==> config.mk <==
export PLATFORM = sky130hd
export DESIGN_NAME = sfuf_ram
export DESIGN_NICKNAME = d
export VERILOG_FILES = /design/src/design/spanning_forest_union_find_assert.svh /design/src/design/sfuf_ram.sv
export SDC_FILE = /design/constraint.sdc
export NUM_CORES = 1
export LEC_CHECK = 0
export BUFFER_PORTS_ARGS = -buffer_cell sky130_fd_sc_hd__buf_2
export CORE_UTILIZATION = 60
export CTS_CLUSTER_DIAMETER = 60
export CTS_CLUSTER_SIZE = 8
export DETAILED_ROUTE_END_ITERATION = 7
export PLACE_DENSITY = 0.78
export REMOVE_ABC_BUFFERS = 1
export SLEW_MARGIN = 20
export SYNTH_ARGS = -nofsm -noshare
export SYNTH_HDL_FRONTEND = slang
export SYNTH_SLANG_ARGS = --single-unit
==> constraint.sdc <==
create_clock -name clk -period 3.5 [get_ports clk]
set_input_delay 0.35 -clock clk [delete_from_list [all_inputs] [get_ports clk]]
set_output_delay 0.35 -clock clk [all_outputs]
set_load 0.005 [all_outputs]
==> src/design/spanning_forest_union_find_assert.svh <==
// Assertion macros for the spanning forest engine
`ifndef SPANNING_FOREST_UNION_FIND_ASSERT_SVH
`define SPANNING_FOREST_UNION_FIND_ASSERT_SVH

// Same-cycle implication, checked outside reset
`define SFUF_ASSERT_NOW(lbl, ante, cons, msg) \
  lbl: assert property (@(posedge clk) disable iff (!rst_n) (ante) |-> (cons)) else $error(msg);

// Next-cycle implication, checked outside reset
`define SFUF_ASSERT_NEXT(lbl, ante, cons, msg) \
  lbl: assert property (@(posedge clk) disable iff (!rst_n) (ante) |=> (cons)) else $error(msg);

`endif

==> src/design/sfuf_ram.sv <==
// Generic single-write, single-read RAM with registered read data
`default_nettype none

module sfuf_ram #(
  parameter int WIDTH = 8,
  parameter int DEPTH = 16
) (
  input  wire logic                     clk,
  input  wire logic                     we,
  input  wire logic [$clog2(DEPTH)-1:0] waddr,
  input  wire logic [WIDTH-1:0]         wdata,
  input  wire logic                     re,
  input  wire logic [$clog2(DEPTH)-1:0] raddr,
  output      logic [WIDTH-1:0]         rdata
);

  logic [WIDTH-1:0] mem [DEPTH];

  always_ff @(posedge clk) begin
    if (we) begin
      mem[waddr] <= wdata;
    end
    if (re) begin
      rdata <= mem[raddr];
    end
  end

endmodule

`default_nettype wire

==> flow_metrics.tcl <==
set metrics [dict create \
    status "complete, no violations" \
    min_period_ns 1.77 \
    place_congestion 0.738 \
    critPathArrivalTime_ns 2.03 \
    finClkSkew_ns 0.00783 \
    syn_area_um2 5230 \
    htreeDepth 4 \
    synth_top_area_share_pct 78.1 \
    pre_cts_ws_ns 1.17 \
    clk_latency_ns 0.52 \
    synthToLayoutAreaGrowth_pct 15.3 \
    critPathKind "in -> reg" \
    hp-class "in -> reg" \
    synth_compound_area_share_pct 2.30 \
    fin_ws_ns 1.73 \
    synthMostInstantiatedCell "edfxtp_1" \
    muxShareOfSynthArea_pct 14.8 \
    crit_path_start_kind "input port" \
    setup-tns-final_ns 0 \
    clkTransAtPathRegs_ns 0.06 \
    worstMarginPinSlew_ns 0.929 \
    fin_cells 387 \
    fin_util_pct 72.2 \
    syn_inst 229 \
    drt_wl_total_um 9430 \
    synth_top_family_by_area "multiplexers" \
    antenna_found_initial 0 \
    nNetsFinal 288 \
    cp_slowest_cell "mux4_1" \
    final.period_utilization_pct 50.4 \
    crit_buf_inv 2 \
    grt_pass1_vias 2482 \
    die_h_um 95.3 \
    crit_family "buffers and inverters" \
    clock_sinks 136 \
    rr_worst_depth 3 \
    synth_xor_area_share_pct 0 \
    power-per-cell-area_nw_per_um2 614 \
    cp.required_ns 3.76 \
    topRoutingLayerUsed "met4" \
    grt_pass1_wl_um 14500 \
    r2r_start "mem[1][0]" \
    core_um2 8340 \
    maxSlewHeadroom_pct 37.8 \
    syn_area_per_cell_um2 22.8 \
    critPathCaptureType "flop" \
    holdCritStartpoint "re" \
    setup_viol 0 \
    drive_above_1_share_pct 27.3 \
    yosysTopAreaCell "edfxtp_1" \
    wl_per_cell_um 24.4 \
    timing.rr.end "rdata[0]" \
    slew_viol_final 0 \
    initial_core_util_pct 62.7 \
    synth_fa_ha_area_share_pct 0 \
    portBuffers 26 \
    async_flop_share_pct 0 \
    initialDrtViolationCount 241 \
    hold_depth 1 \
    synth-seq-cells 136 \
    maxCapViolations 0 \
    yosys-top-cells-area "edfxtp_1 78%, mux4_2 7.8%, mux4_1 7.0%" \
    cts_tree "done" \
    clock-root-buffer "clkbuf_8" \
    ir_drop_mv 0.365 \
    dp_hpwl_um 5940 \
    ys_warn_count 0 \
    vias_per_cell 6.23 \
    cts_resized 0 \
    synth.distinct_cells 18 \
    overflow 0 \
    die_x_um 95.3 \
    dr.pass1.iters 4 \
    rrSetupSlack_ns 2.00 \
    grt_use_total_pct 24.3 \
    synth_commonest_cells "136 x edfxtp_1, 18 x mux4_2, 16 x a22oi_1, 14 x mux4_1, 13 x nor2_1" \
    cp_cell_sequence "buf_2 -> buf_12 -> mux4_1 -> a22oi_1 -> nand2_1" \
    grt_max_degree 33 \
    power.leakage_uw 0.00201 \
    ys_seq_area_share_pct 78.1 \
    antenna_cells 0 \
    dieArea_um2 9090 \
    wl_met3_um 548 \
    ant_nets 0 \
    dpl.cell_count 355 \
    ys.flop_type "edfxtp_1" \
    postCtsSetupRepairBufs 0 \
    ctsHoldBuffers 0 \
    crit_fanout 18 \
    vias 2410 \
    rows 33 \
    clock_path_buffers 2 \
    wl_met2_um 4790 \
    ioPinCount 27 \
    numCtsBuffers 17 \
    rsz0062_at_grt "false" \
    synth_simple_gate_area_share_pct 3.14 \
    synth-edff-count 136 \
    finalHoldViolCount 0 \
    met1_length_um 3970 \
    max_stage_delay_ns 0.60 \
    design_power_total_uw 3700 \
    drc 0 \
    worstHoldEndpoint "rdata[0]" \
    fmax_mhz 566 \
]
## power by group
part | switching [µW] | leakage, µW | internal [µW]
logic | 89.4 | 0.000504 | 66.0
clock network | 628 | 0.000272 | 1070
registers | 10.7 | 0.00124 | 1840
total | 728 | 0.00201 | 2970
## cell type report
cell class                      count  area, µm²
Tap cell                          105        131
Clock buffer                       17        414
Timing Repair Buffer               31        180
Fill cell                         486       2310
Sequential cell                   136       4080
Multi-Input combinational cell     83       1060
Clock inverter                     15        159
## cells by family after synthesis
group,count (synthesis)
muxes,32
DFF,136
buffers and inverters,10
AOI/OAI and AO/OA,16
and+or+nand+nor,35
## how the worst max path moves through the flow
stage / start / end / slack (ns) / cells after the start
6_report: raddr[0] / rdata[2] / 1.73 / 5
2_1_floorplan: waddr[2] / mem[0][0] / 1.66 / 2
3_5_place_dp: raddr[0] / rdata[2] / 1.17 / 5
5_1_grt: raddr[0] / rdata[3] / 1.63 / 5
3_3_place_gp: raddr[0] / rdata[3] / 1.18 / 5
4_1_cts: raddr[0] / rdata[2] / 1.73 / 5
## layer usage
layer | global-route usage [%] | vias to the layer above
li1 | - | 1062
met1 | 33.6 | 1256
met2 | 37.7 | 81
met3 | 5.34 | 11
met4 | 11.1 | 0
met5 | 0 | -
## flip-flops by register name, indices dropped and copies added (netlist names)
register	cells
mem	128
rdata	8
## metrics by stage
step / hold WS [ns] / instance area, µm²
detailed placement: 0.736 / 5450
floorplan: 0.449 / 5140
finish: 0.207 / 6030
CTS: 0.186 / 6030
global placement: 0.730 / 5450
global route: 0.190 / 6030
## layout by cell type (no fill, tap or decap)
cell type / count
nand2_1: 9
mux4_1: 14
nand3_1: 1
buf_2: 26
nor2_1: 13
clkbuf_16: 16
nand3b_1: 2
a22oi_1: 16
clkbuf_8: 1
and2b_1: 1
clkinv_4: 1
nand2b_1: 2
bufinv_16: 3
nor3_1: 4
nor2b_1: 1
clkinv_1: 5
buf_12: 1
or3b_2: 1
clkinvlp_4: 3
mux4_2: 18
edfxtp_1: 136
inv_6: 1
clkinv_2: 2
and2_1: 1
buf_4: 4
Note: power is estimated with default switching activity, not from simulation.
