### src/design/spanning_forest_union_find_assert.svh
// Assertion macros for the spanning forest engine
`ifndef SPANNING_FOREST_UNION_FIND_ASSERT_SVH
`define SPANNING_FOREST_UNION_FIND_ASSERT_SVH

// Same-cycle implication, checked outside reset
`define SFUF_ASSERT_NOW(lbl, ante, cons, msg) \
  lbl: assert property (@(posedge clk) disable iff (!rst_n) (ante) |-> (cons)) else $error(msg);

// Next-cycle implication, checked outside reset
`define SFUF_ASSERT_NEXT(lbl, ante, cons, msg) \
  lbl: assert property (@(posedge clk) disable iff (!rst_n) (ante) |=> (cons)) else $error(msg);

`endif

### src/design/sfuf_pkg.sv
// Shared constants, types and helpers of the spanning forest engine
`default_nettype none

package sfuf_pkg;

  localparam int MAX_NODES  = 16384;
  localparam int NODE_W     = 15;
  localparam int WEIGHT_W   = 16;
  localparam int TOTAL_W    = 30;
  localparam int SUM_W      = 31;
  localparam int PROD_W     = NODE_W + WEIGHT_W;
  localparam int RANK_W     = 5;
  localparam int IDX_W      = $clog2(MAX_NODES);
  localparam int DIRTY_W    = $clog2(MAX_NODES + 1);
  localparam int ENTRY_W    = IDX_W + RANK_W;
  localparam int CFG_IDX_W  = 1;
  localparam int CFG_DATA_W = 16;

  localparam logic [RANK_W-1:0]    RANK_ONE  = RANK_W'(1);
  localparam logic [RANK_W-1:0]    RANK_MAX  = RANK_W'(31);
  localparam logic [TOTAL_W-1:0]   TOTAL_MAX = '1;
  localparam logic [DIRTY_W-1:0]   DIRTY_ALL = DIRTY_W'(MAX_NODES);

  localparam logic [CFG_IDX_W-1:0] CFG_NODE_COUNT   = 1'b0;
  localparam logic [CFG_IDX_W-1:0] CFG_AIRPORT_COST = 1'b1;

  typedef struct packed {
    logic                present;
    logic [NODE_W-1:0]   node_a;
    logic [NODE_W-1:0]   node_b;
    logic [WEIGHT_W-1:0] weight;
    logic                last;
  } item_t;

  typedef struct packed {
    logic               joined;
    logic               done;
    logic [TOTAL_W-1:0] total;
    logic [NODE_W-1:0]  count;
  } result_t;

  typedef struct packed {
    logic               rd_en;
    logic               wr_en;
    logic [IDX_W-1:0]   addr;
    logic [ENTRY_W-1:0] wr_data;
  } ram_req_t;

  function automatic logic [NODE_W-1:0] live_nodes(input logic [NODE_W-1:0] n);
    if (32'(n) > MAX_NODES) begin
      return NODE_W'(MAX_NODES);
    end
    return n;
  endfunction

  function automatic logic [IDX_W-1:0] node_to_idx(input logic [NODE_W-1:0] n);
    logic [NODE_W-1:0] m;
    m = n - NODE_W'(1);
    return IDX_W'(m);
  endfunction

  function automatic logic [ENTRY_W-1:0] make_entry(input logic [IDX_W-1:0] parent,
                                                    input logic [RANK_W-1:0] rank);
    return {parent, rank};
  endfunction

endpackage

`default_nettype wire

### src/design/sfuf_ctrl.sv
// Union-find sequencer: finds, path compression, union, tally and table sweep
`default_nettype none

module sfuf_ctrl (
  input  wire logic                             clk,
  input  wire logic                             rst_n,
  input  wire logic                             item_valid,
  input  wire sfuf_pkg::item_t                  item,
  input  wire logic [sfuf_pkg::NODE_W-1:0]      node_live,
  input  wire logic [sfuf_pkg::WEIGHT_W-1:0]    airport_cost,
  input  wire logic                             node_wr,
  input  wire logic [sfuf_pkg::NODE_W-1:0]      node_live_new,
  input  wire logic                             res_ready,
  input  wire logic [sfuf_pkg::ENTRY_W-1:0]     ram_rdata,
  output      sfuf_pkg::ram_req_t               ram_req,
  output      logic                             idle,
  output      logic                             res_load,
  output      sfuf_pkg::result_t                res
);

  typedef enum logic [3:0] {
    S_SWEEP,
    S_IDLE,
    S_FIND_RD,
    S_FIND_CHK,
    S_CMP_RD,
    S_CMP_WR,
    S_UNION,
    S_RANK,
    S_FIN,
    S_SUM,
    S_EMIT
  } state_t;

  state_t                            state_r;
  logic                              side_r;
  logic [sfuf_pkg::IDX_W-1:0]        x_r;
  logic [sfuf_pkg::IDX_W-1:0]        a_idx_r;
  logic [sfuf_pkg::IDX_W-1:0]        b_idx_r;
  logic [sfuf_pkg::IDX_W-1:0]        root_a_r;
  logic [sfuf_pkg::IDX_W-1:0]        root_b_r;
  logic [sfuf_pkg::RANK_W-1:0]       rank_a_r;
  logic [sfuf_pkg::RANK_W-1:0]       rank_b_r;
  logic [sfuf_pkg::WEIGHT_W-1:0]     weight_r;
  logic                              done_r;
  logic                              joined_r;
  logic [sfuf_pkg::SUM_W-1:0]        sum_r;
  logic [sfuf_pkg::NODE_W-1:0]       cnt_r;
  logic [sfuf_pkg::PROD_W-1:0]       prod_r;
  logic [sfuf_pkg::TOTAL_W-1:0]      total_r;
  logic [sfuf_pkg::IDX_W-1:0]        sweep_r;
  logic [sfuf_pkg::DIRTY_W-1:0]      dirty_r;

  logic [sfuf_pkg::IDX_W-1:0]        rd_parent;
  logic [sfuf_pkg::RANK_W-1:0]       rd_rank;
  logic [sfuf_pkg::IDX_W-1:0]        root_cur;
  logic                              a_ok;
  logic                              b_ok;
  logic                              edge_ok;
  logic [sfuf_pkg::DIRTY_W-1:0]      wr_top;
  logic [sfuf_pkg::SUM_W:0]          grand;
  logic [sfuf_pkg::RANK_W-1:0]       rank_inc;

  assign rd_parent = ram_rdata[sfuf_pkg::ENTRY_W-1:sfuf_pkg::RANK_W];
  assign rd_rank   = ram_rdata[sfuf_pkg::RANK_W-1:0];
  assign root_cur  = side_r ? root_b_r : root_a_r;
  assign a_ok      = (item.node_a != '0) && (item.node_a <= node_live);
  assign b_ok      = (item.node_b != '0) && (item.node_b <= node_live);
  assign edge_ok   = item.present && (item.weight < airport_cost) && a_ok && b_ok;
  assign wr_top    = sfuf_pkg::DIRTY_W'(ram_req.addr) + sfuf_pkg::DIRTY_W'(1);
  assign grand     = (sfuf_pkg::SUM_W+1)'(sum_r) + (sfuf_pkg::SUM_W+1)'(prod_r);
  assign rank_inc  = (rank_a_r < sfuf_pkg::RANK_MAX) ? rank_a_r + sfuf_pkg::RANK_ONE
                                                      : rank_a_r;

  assign idle     = (state_r == S_IDLE);
  assign res_load = (state_r == S_EMIT) && res_ready;

  always_comb begin
    res.joined = joined_r;
    res.done   = done_r;
    res.total  = total_r;
    res.count  = done_r ? cnt_r : '0;
  end

  always_comb begin
    ram_req.rd_en   = 1'b0;
    ram_req.wr_en   = 1'b0;
    ram_req.addr    = x_r;
    ram_req.wr_data = sfuf_pkg::make_entry(root_cur, rd_rank);
    case (state_r)
      S_SWEEP: begin
        ram_req.wr_en   = (dirty_r != '0);
        ram_req.addr    = sweep_r;
        ram_req.wr_data = sfuf_pkg::make_entry(sweep_r, sfuf_pkg::RANK_ONE);
      end
      S_FIND_RD: begin
        ram_req.rd_en = 1'b1;
      end
      S_CMP_RD: begin
        ram_req.rd_en = (x_r != root_cur);
      end
      S_CMP_WR: begin
        ram_req.wr_en = 1'b1;
      end
      S_UNION: begin
        ram_req.wr_en = (root_a_r != root_b_r);
        if (rank_a_r < rank_b_r) begin
          ram_req.addr    = root_a_r;
          ram_req.wr_data = sfuf_pkg::make_entry(root_b_r, rank_a_r);
        end else begin
          ram_req.addr    = root_b_r;
          ram_req.wr_data = sfuf_pkg::make_entry(root_a_r, rank_b_r);
        end
      end
      S_RANK: begin
        ram_req.wr_en   = 1'b1;
        ram_req.addr    = root_a_r;
        ram_req.wr_data = sfuf_pkg::make_entry(root_a_r, rank_inc);
      end
      default: begin
        ram_req.rd_en = 1'b0;
      end
    endcase
  end

  always_ff @(posedge clk) begin
    if (!rst_n) begin
      state_r <= S_SWEEP;
      sweep_r <= '0;
      dirty_r <= sfuf_pkg::DIRTY_ALL;
      sum_r   <= '0;
      cnt_r   <= sfuf_pkg::NODE_W'(1);
    end else begin
      if (ram_req.wr_en && (state_r != S_SWEEP) && (wr_top > dirty_r)) begin
        dirty_r <= wr_top;
      end
      case (state_r)
        S_SWEEP: begin
          if (dirty_r == '0) begin
            sweep_r <= '0;
            state_r <= S_IDLE;
          end else if (sfuf_pkg::DIRTY_W'(sweep_r) + sfuf_pkg::DIRTY_W'(1) == dirty_r) begin
            sweep_r <= '0;
            dirty_r <= '0;
            state_r <= S_IDLE;
          end else begin
            sweep_r <= sweep_r + sfuf_pkg::IDX_W'(1);
          end
        end
        S_IDLE: begin
          if (item_valid) begin
            a_idx_r  <= sfuf_pkg::node_to_idx(item.node_a);
            b_idx_r  <= sfuf_pkg::node_to_idx(item.node_b);
            x_r      <= sfuf_pkg::node_to_idx(item.node_a);
            weight_r <= item.weight;
            done_r   <= item.last || !item.present;
            joined_r <= 1'b0;
            total_r  <= '0;
            side_r   <= 1'b0;
            state_r  <= edge_ok ? S_FIND_RD : S_FIN;
          end
        end
        S_FIND_RD: begin
          state_r <= S_FIND_CHK;
        end
        S_FIND_CHK: begin
          if (rd_parent == x_r) begin
            if (side_r) begin
              root_b_r <= x_r;
              rank_b_r <= rd_rank;
              x_r      <= b_idx_r;
            end else begin
              root_a_r <= x_r;
              rank_a_r <= rd_rank;
              x_r      <= a_idx_r;
            end
            state_r <= S_CMP_RD;
          end else begin
            x_r     <= rd_parent;
            state_r <= S_FIND_RD;
          end
        end
        S_CMP_RD: begin
          if (x_r == root_cur) begin
            if (side_r) begin
              state_r <= S_UNION;
            end else begin
              side_r  <= 1'b1;
              x_r     <= b_idx_r;
              state_r <= S_FIND_RD;
            end
          end else begin
            state_r <= S_CMP_WR;
          end
        end
        S_CMP_WR: begin
          x_r     <= rd_parent;
          state_r <= S_CMP_RD;
        end
        S_UNION: begin
          if (root_a_r == root_b_r) begin
            state_r <= S_FIN;
          end else begin
            joined_r <= 1'b1;
            sum_r    <= sum_r + sfuf_pkg::SUM_W'(weight_r);
            if (cnt_r != '0) begin
              cnt_r <= cnt_r - sfuf_pkg::NODE_W'(1);
            end
            state_r <= (rank_a_r == rank_b_r) ? S_RANK : S_FIN;
          end
        end
        S_RANK: begin
          state_r <= S_FIN;
        end
        S_FIN: begin
          prod_r  <= sfuf_pkg::PROD_W'(cnt_r) * sfuf_pkg::PROD_W'(airport_cost);
          state_r <= done_r ? S_SUM : S_EMIT;
        end
        S_SUM: begin
          if (grand > (sfuf_pkg::SUM_W+1)'(sfuf_pkg::TOTAL_MAX)) begin
            total_r <= sfuf_pkg::TOTAL_MAX;
          end else begin
            total_r <= grand[sfuf_pkg::TOTAL_W-1:0];
          end
          state_r <= S_EMIT;
        end
        S_EMIT: begin
          if (res_ready) begin
            if (done_r) begin
              sum_r   <= '0;
              cnt_r   <= node_live;
              state_r <= S_SWEEP;
            end else begin
              state_r <= S_IDLE;
            end
          end
        end
        default: begin
          state_r <= S_IDLE;
        end
      endcase
      if (node_wr) begin
        sum_r <= '0;
        cnt_r <= node_live_new;
        if (state_r == S_IDLE) begin
          state_r <= S_SWEEP;
        end
      end
    end
  end

endmodule

`default_nettype wire

### config.mk
export PLATFORM = sky130hd
export DESIGN_NAME = sfuf_ctrl
export DESIGN_NICKNAME = d
export VERILOG_FILES = /design/src/design/spanning_forest_union_find_assert.svh /design/src/design/sfuf_pkg.sv /design/src/design/sfuf_ctrl.sv
export SDC_FILE = /design/constraint.sdc
export NUM_CORES = 1
export LEC_CHECK = 0
export BUFFER_PORTS_ARGS = -buffer_cell sky130_fd_sc_hd__buf_2
export CORE_MARGIN = 2
export CORE_UTILIZATION = 35
export DETAILED_ROUTE_END_ITERATION = 8
export PLACE_DENSITY = 0.5
export SLEW_MARGIN = 20
export SYNTH_ARGS = -nofsm -noshare
export SYNTH_HDL_FRONTEND = slang
export SYNTH_SLANG_ARGS = --single-unit
### constraint.sdc
create_clock -name clk -period 17.7 [get_ports clk]
set_clock_uncertainty 0.05 [all_clocks]
set_input_delay 1.77 -clock clk [delete_from_list [all_inputs] [get_ports clk]]
set_output_delay 1.77 -clock clk [all_outputs]
set_load 0.01 [all_outputs]
==> impl_metrics.csv <==
group,metric,value,unit
status,status,"complete, no violations",
timing,fin_crit_sh,44.95,%
logic_synthesis,ys_ff_latch,239,
finish,synthToLayoutAreaGrowth,11.27,%
logic_synthesis,yosysSeqAreaShare,26.52,%
routing,final_antenna_net_count,0,
logic_synthesis,synth_fa_ha_area_share,26.19,%
clocking,cts_resized,0,
routing,drt-wirelength-per-cell,19.93,um
pwr,p_int,1.401,mW
clocking,clkSinkCount,239,
finish,utilization,39.21,%
pwr,p_clk_share,27.2,%
pwr,p_per_area,84.34,nW/um2
timing,finalSetupViolCount,0,
routing,drc_errors,0,
logic_synthesis,synth_area,24080,um2
logic_synthesis,syn-num-nets,3194,
placement,io_buffers,201,
global_route,grt_pass1_wl,115700,um
floorplanning,die_h,266.3,um
worst_setup_path,required,17.97,ns
clocking,cts_tree,"done",
worst_setup_path,end_kind,"flip-flop",
logic_synthesis,syn_area_per_cell,8.983,um2
worst_setup_path,start_kind,"input port",
clocking,clock_path_buffers,3,
clocking,holdBufCountCts,0,
worst_setup_path,critPathMaxFanout,15,
floorplanning,core_area,68350,um2
placement,dp_cells,3657,
logic_synthesis,synthMuxAreaShare,1.465,%
timing,setup_ws,9.744,ns
timing,period_minus_slack,7.956,ns
routing,drt_wl_total,74130,um
logic_synthesis,synth.distinct_cells,87,
logic_synthesis,synth_top_family_by_area,"adder cells",
timing,holdWs,0.4409,ns
finish,layout-drive-gt1-share,10.52,%
pwr,p_total,2.260,mW
clocking,clkSlewWorstSetupHoldPaths,0.06,ns
logic_synthesis,synth_compound_area_share,15.88,%
global_route,antenna_found_initial,8,
placement,dpl_cell_area,25790,um2
logic_synthesis,async_flop_share,0,%
pwr,ir_drop,0.00007912,V
finish,fin_cells,3720,
pwr,cellLeakagePower,12.04,nW
logic_synthesis,synthCells,2681,
timing,tns,0,ns
floorplanning,die_x,266.3,um
routing,via_per_inst,5.348,
finish,multi_input_area,16060,um2
global_route,grt_max_degree,35,
timing,slew_viol_final,0,
timing,hold_violations,0,
pwr,power.net_switching,858.8,uW
routing,first_pass_iters,5,
logic_synthesis,synth_xor_area_share,5.855,%
floorplanning,ios,202,
placement,dp_hpwl,58980,um
timing,rsz0062_at_grt,"no",
finish,register_area,6386,um2
finish,fillers,6809,
floorplanning,start_util,35.24,%
floorplanning,floorplan.die_area,70920,um2
finish,fin_area,26800,um2
global_route,globalRouteOverflowTotal,0,
finish,fin_nets,3322,
floorplanning,rows,96,
clocking,postCtsSetupBuffers,0,
clocking,clock-root-buffer,"clkbuf_16",
global_route,grtUsageTotal,20.86,%
hold_path,hold_class,"reg2reg",
clocking,cts-buffers-inserted,31,
logic_synthesis,yosys.area_share.simple,17.11,%
routing,via_count,19900,
worst_setup_path,critPathKind,"in2reg",
logic_synthesis,synth-edff-count,160,
pwr,switching_share,38.00,%
timing,slew_headroom,24.28,%
flow_run,max_cap_violations,0,
placement,pre_cts_ws,9.125,ns
worst_setup_path,arrival,8.22,ns
routing,drtIter0Drc,1247,
global_route,grt_pass1_vias,20110,
logic_synthesis,ys_warn_count,0,
logic_synthesis,synth_ff_type,"edfxtp_1",
pwr,seqPwrFrac,29.2,%
pwr,combPwrFrac,43.7,%
timing,tightest_slew,1.136,ns
clocking,htree_num_levels,1,
timing,max_freq,125.7,MHz
placement,gp_congestion,0.8857,
clocking,clk_latency,0.61,ns
-- area by class of cell --
type / instances / share of cell area, %
Inverter: 302 / 4.230
Antenna cell: 4 / 0.03735
Clock buffer: 42 / 3.086
Multi-Input combinational cell: 2019 / 59.92
Tap cell: 882 / 4.118
Clock inverter: 16 / 0.5229
Sequential cell: 239 / 23.83
Timing Repair Buffer: 216 / 4.249
-- cell usage in the layout, fill, tap and decap left out, types with 10 or more instances in the layout --
cell       instances
clkbuf_1          10
o21bai_1          14
mux2i_1           33
or3_1             34
nor3_1            28
inv_1            300
o22ai_1           18
nor2_1           201
o211ai_1          13
xor2_1            63
and2_1           133
o31ai_1           17
nand2_1          256
nand2b_1          15
nand3_1           46
ha_1             213
a31oi_1           38
o21ai_0          108
a21o_1            51
edfxtp_1         160
dfxtp_1           79
fa_1             182
clkbuf_16         31
and3_1            21
a22oi_1           14
nand4_1           23
buf_4             14
nor4_1            20
xnor2_1           98
buf_2            201
a211oi_1          29
o21a_1            27
a21oi_1          173
nor2b_1           12
-- cell usage after synthesis (all sizes together), types with 27 or more instances --
master / count / area (um2)
a211oi: 33 / 267.8
a21o: 52 / 391.6
a21oi: 176 / 903.4
a31oi: 38 / 237.7
and2: 134 / 838.3
buf: 32 / 212.7
clkbuf: 89 / 334.1
dfxtp: 79 / 1582
edfxtp: 160 / 4805
fa: 182 / 3643
ha: 213 / 2665
inv: 302 / 1134
mux2i: 33 / 330.3
nand2: 257 / 967.2
nand3: 46 / 230.2
nor2: 202 / 758.2
nor3: 29 / 145.1
o21a: 27 / 202.7
o21ai: 110 / 565.6
or3: 36 / 235.2
xnor2: 98 / 858.3
xor2: 63 / 551.8
-- cells by family after synthesis --
logic type,Yosys count
compound gates,588
xor+xnor,161
fa+ha+maj,395
buf+inv,423
flops,239
mux,35
simple gates,840
-- worst max-delay path, stage by stage --
cell and delay [ns]:
buf_2 0.20, and2_1 0.22, fa_1 0.54, inv_1 0.06, fa_1 0.53, inv_1 0.06
fa_1 0.54, fa_1 0.46, fa_1 0.55, inv_1 0.06, fa_1 0.53, inv_1 0.04
ha_1 0.34, a21o_1 0.21, a2111oi_0 0.51, o211ai_1 0.20, o21a_1 0.26, a21o_1 0.20
o311ai_0 0.44, a21oi_1 0.19, nor4_1 0.26, a311oi_1 0.08
-- power groups by stage --
stage	Combinational, mW	Sequential (mW)	Clock (mW)
2_1_floorplan	0.722	0.656	0
3_5_place_dp	0.986	0.671	0
5_1_grt	1.13	0.661	0.647
6_report	0.987	0.659	0.614
4_1_cts	0.997	0.659	0.627
3_3_place_gp	0.976	0.671	0
-- layer usage --
layer  up-vias  global-route usage (%)  routed length (um)
li1       9492                       -                   -
met1      9738                   28.71               33870
met2       544                   34.52               34660
met3       119                   2.116                3461
met4         2                   6.347                2120
met5         -                       0                  17
-- state kept, by name (all words and copies together), names as in the netlist, 15 cells and up --
register  count
dirty_r      15
cnt_r        15
sum_r        31
total_r      30
prod_r       31
weight_r     16
-- final timing paths --
| kind | start | endpoint | slack (ns) | cells after the start |
|---|---|---|---|---|
| max reg2reg | cnt_r[0] | prod_r[30] | 10.18 | 22 |
| min | sum_r[3] | sum_r[3] | 0.44 | 2 |
| min reg2reg | sum_r[3] | sum_r[3] | 0.44 | 2 |
| max | airport_cost[8] | prod_r[30] | 9.74 | 22 |
(Power assumes the default switching activity.)
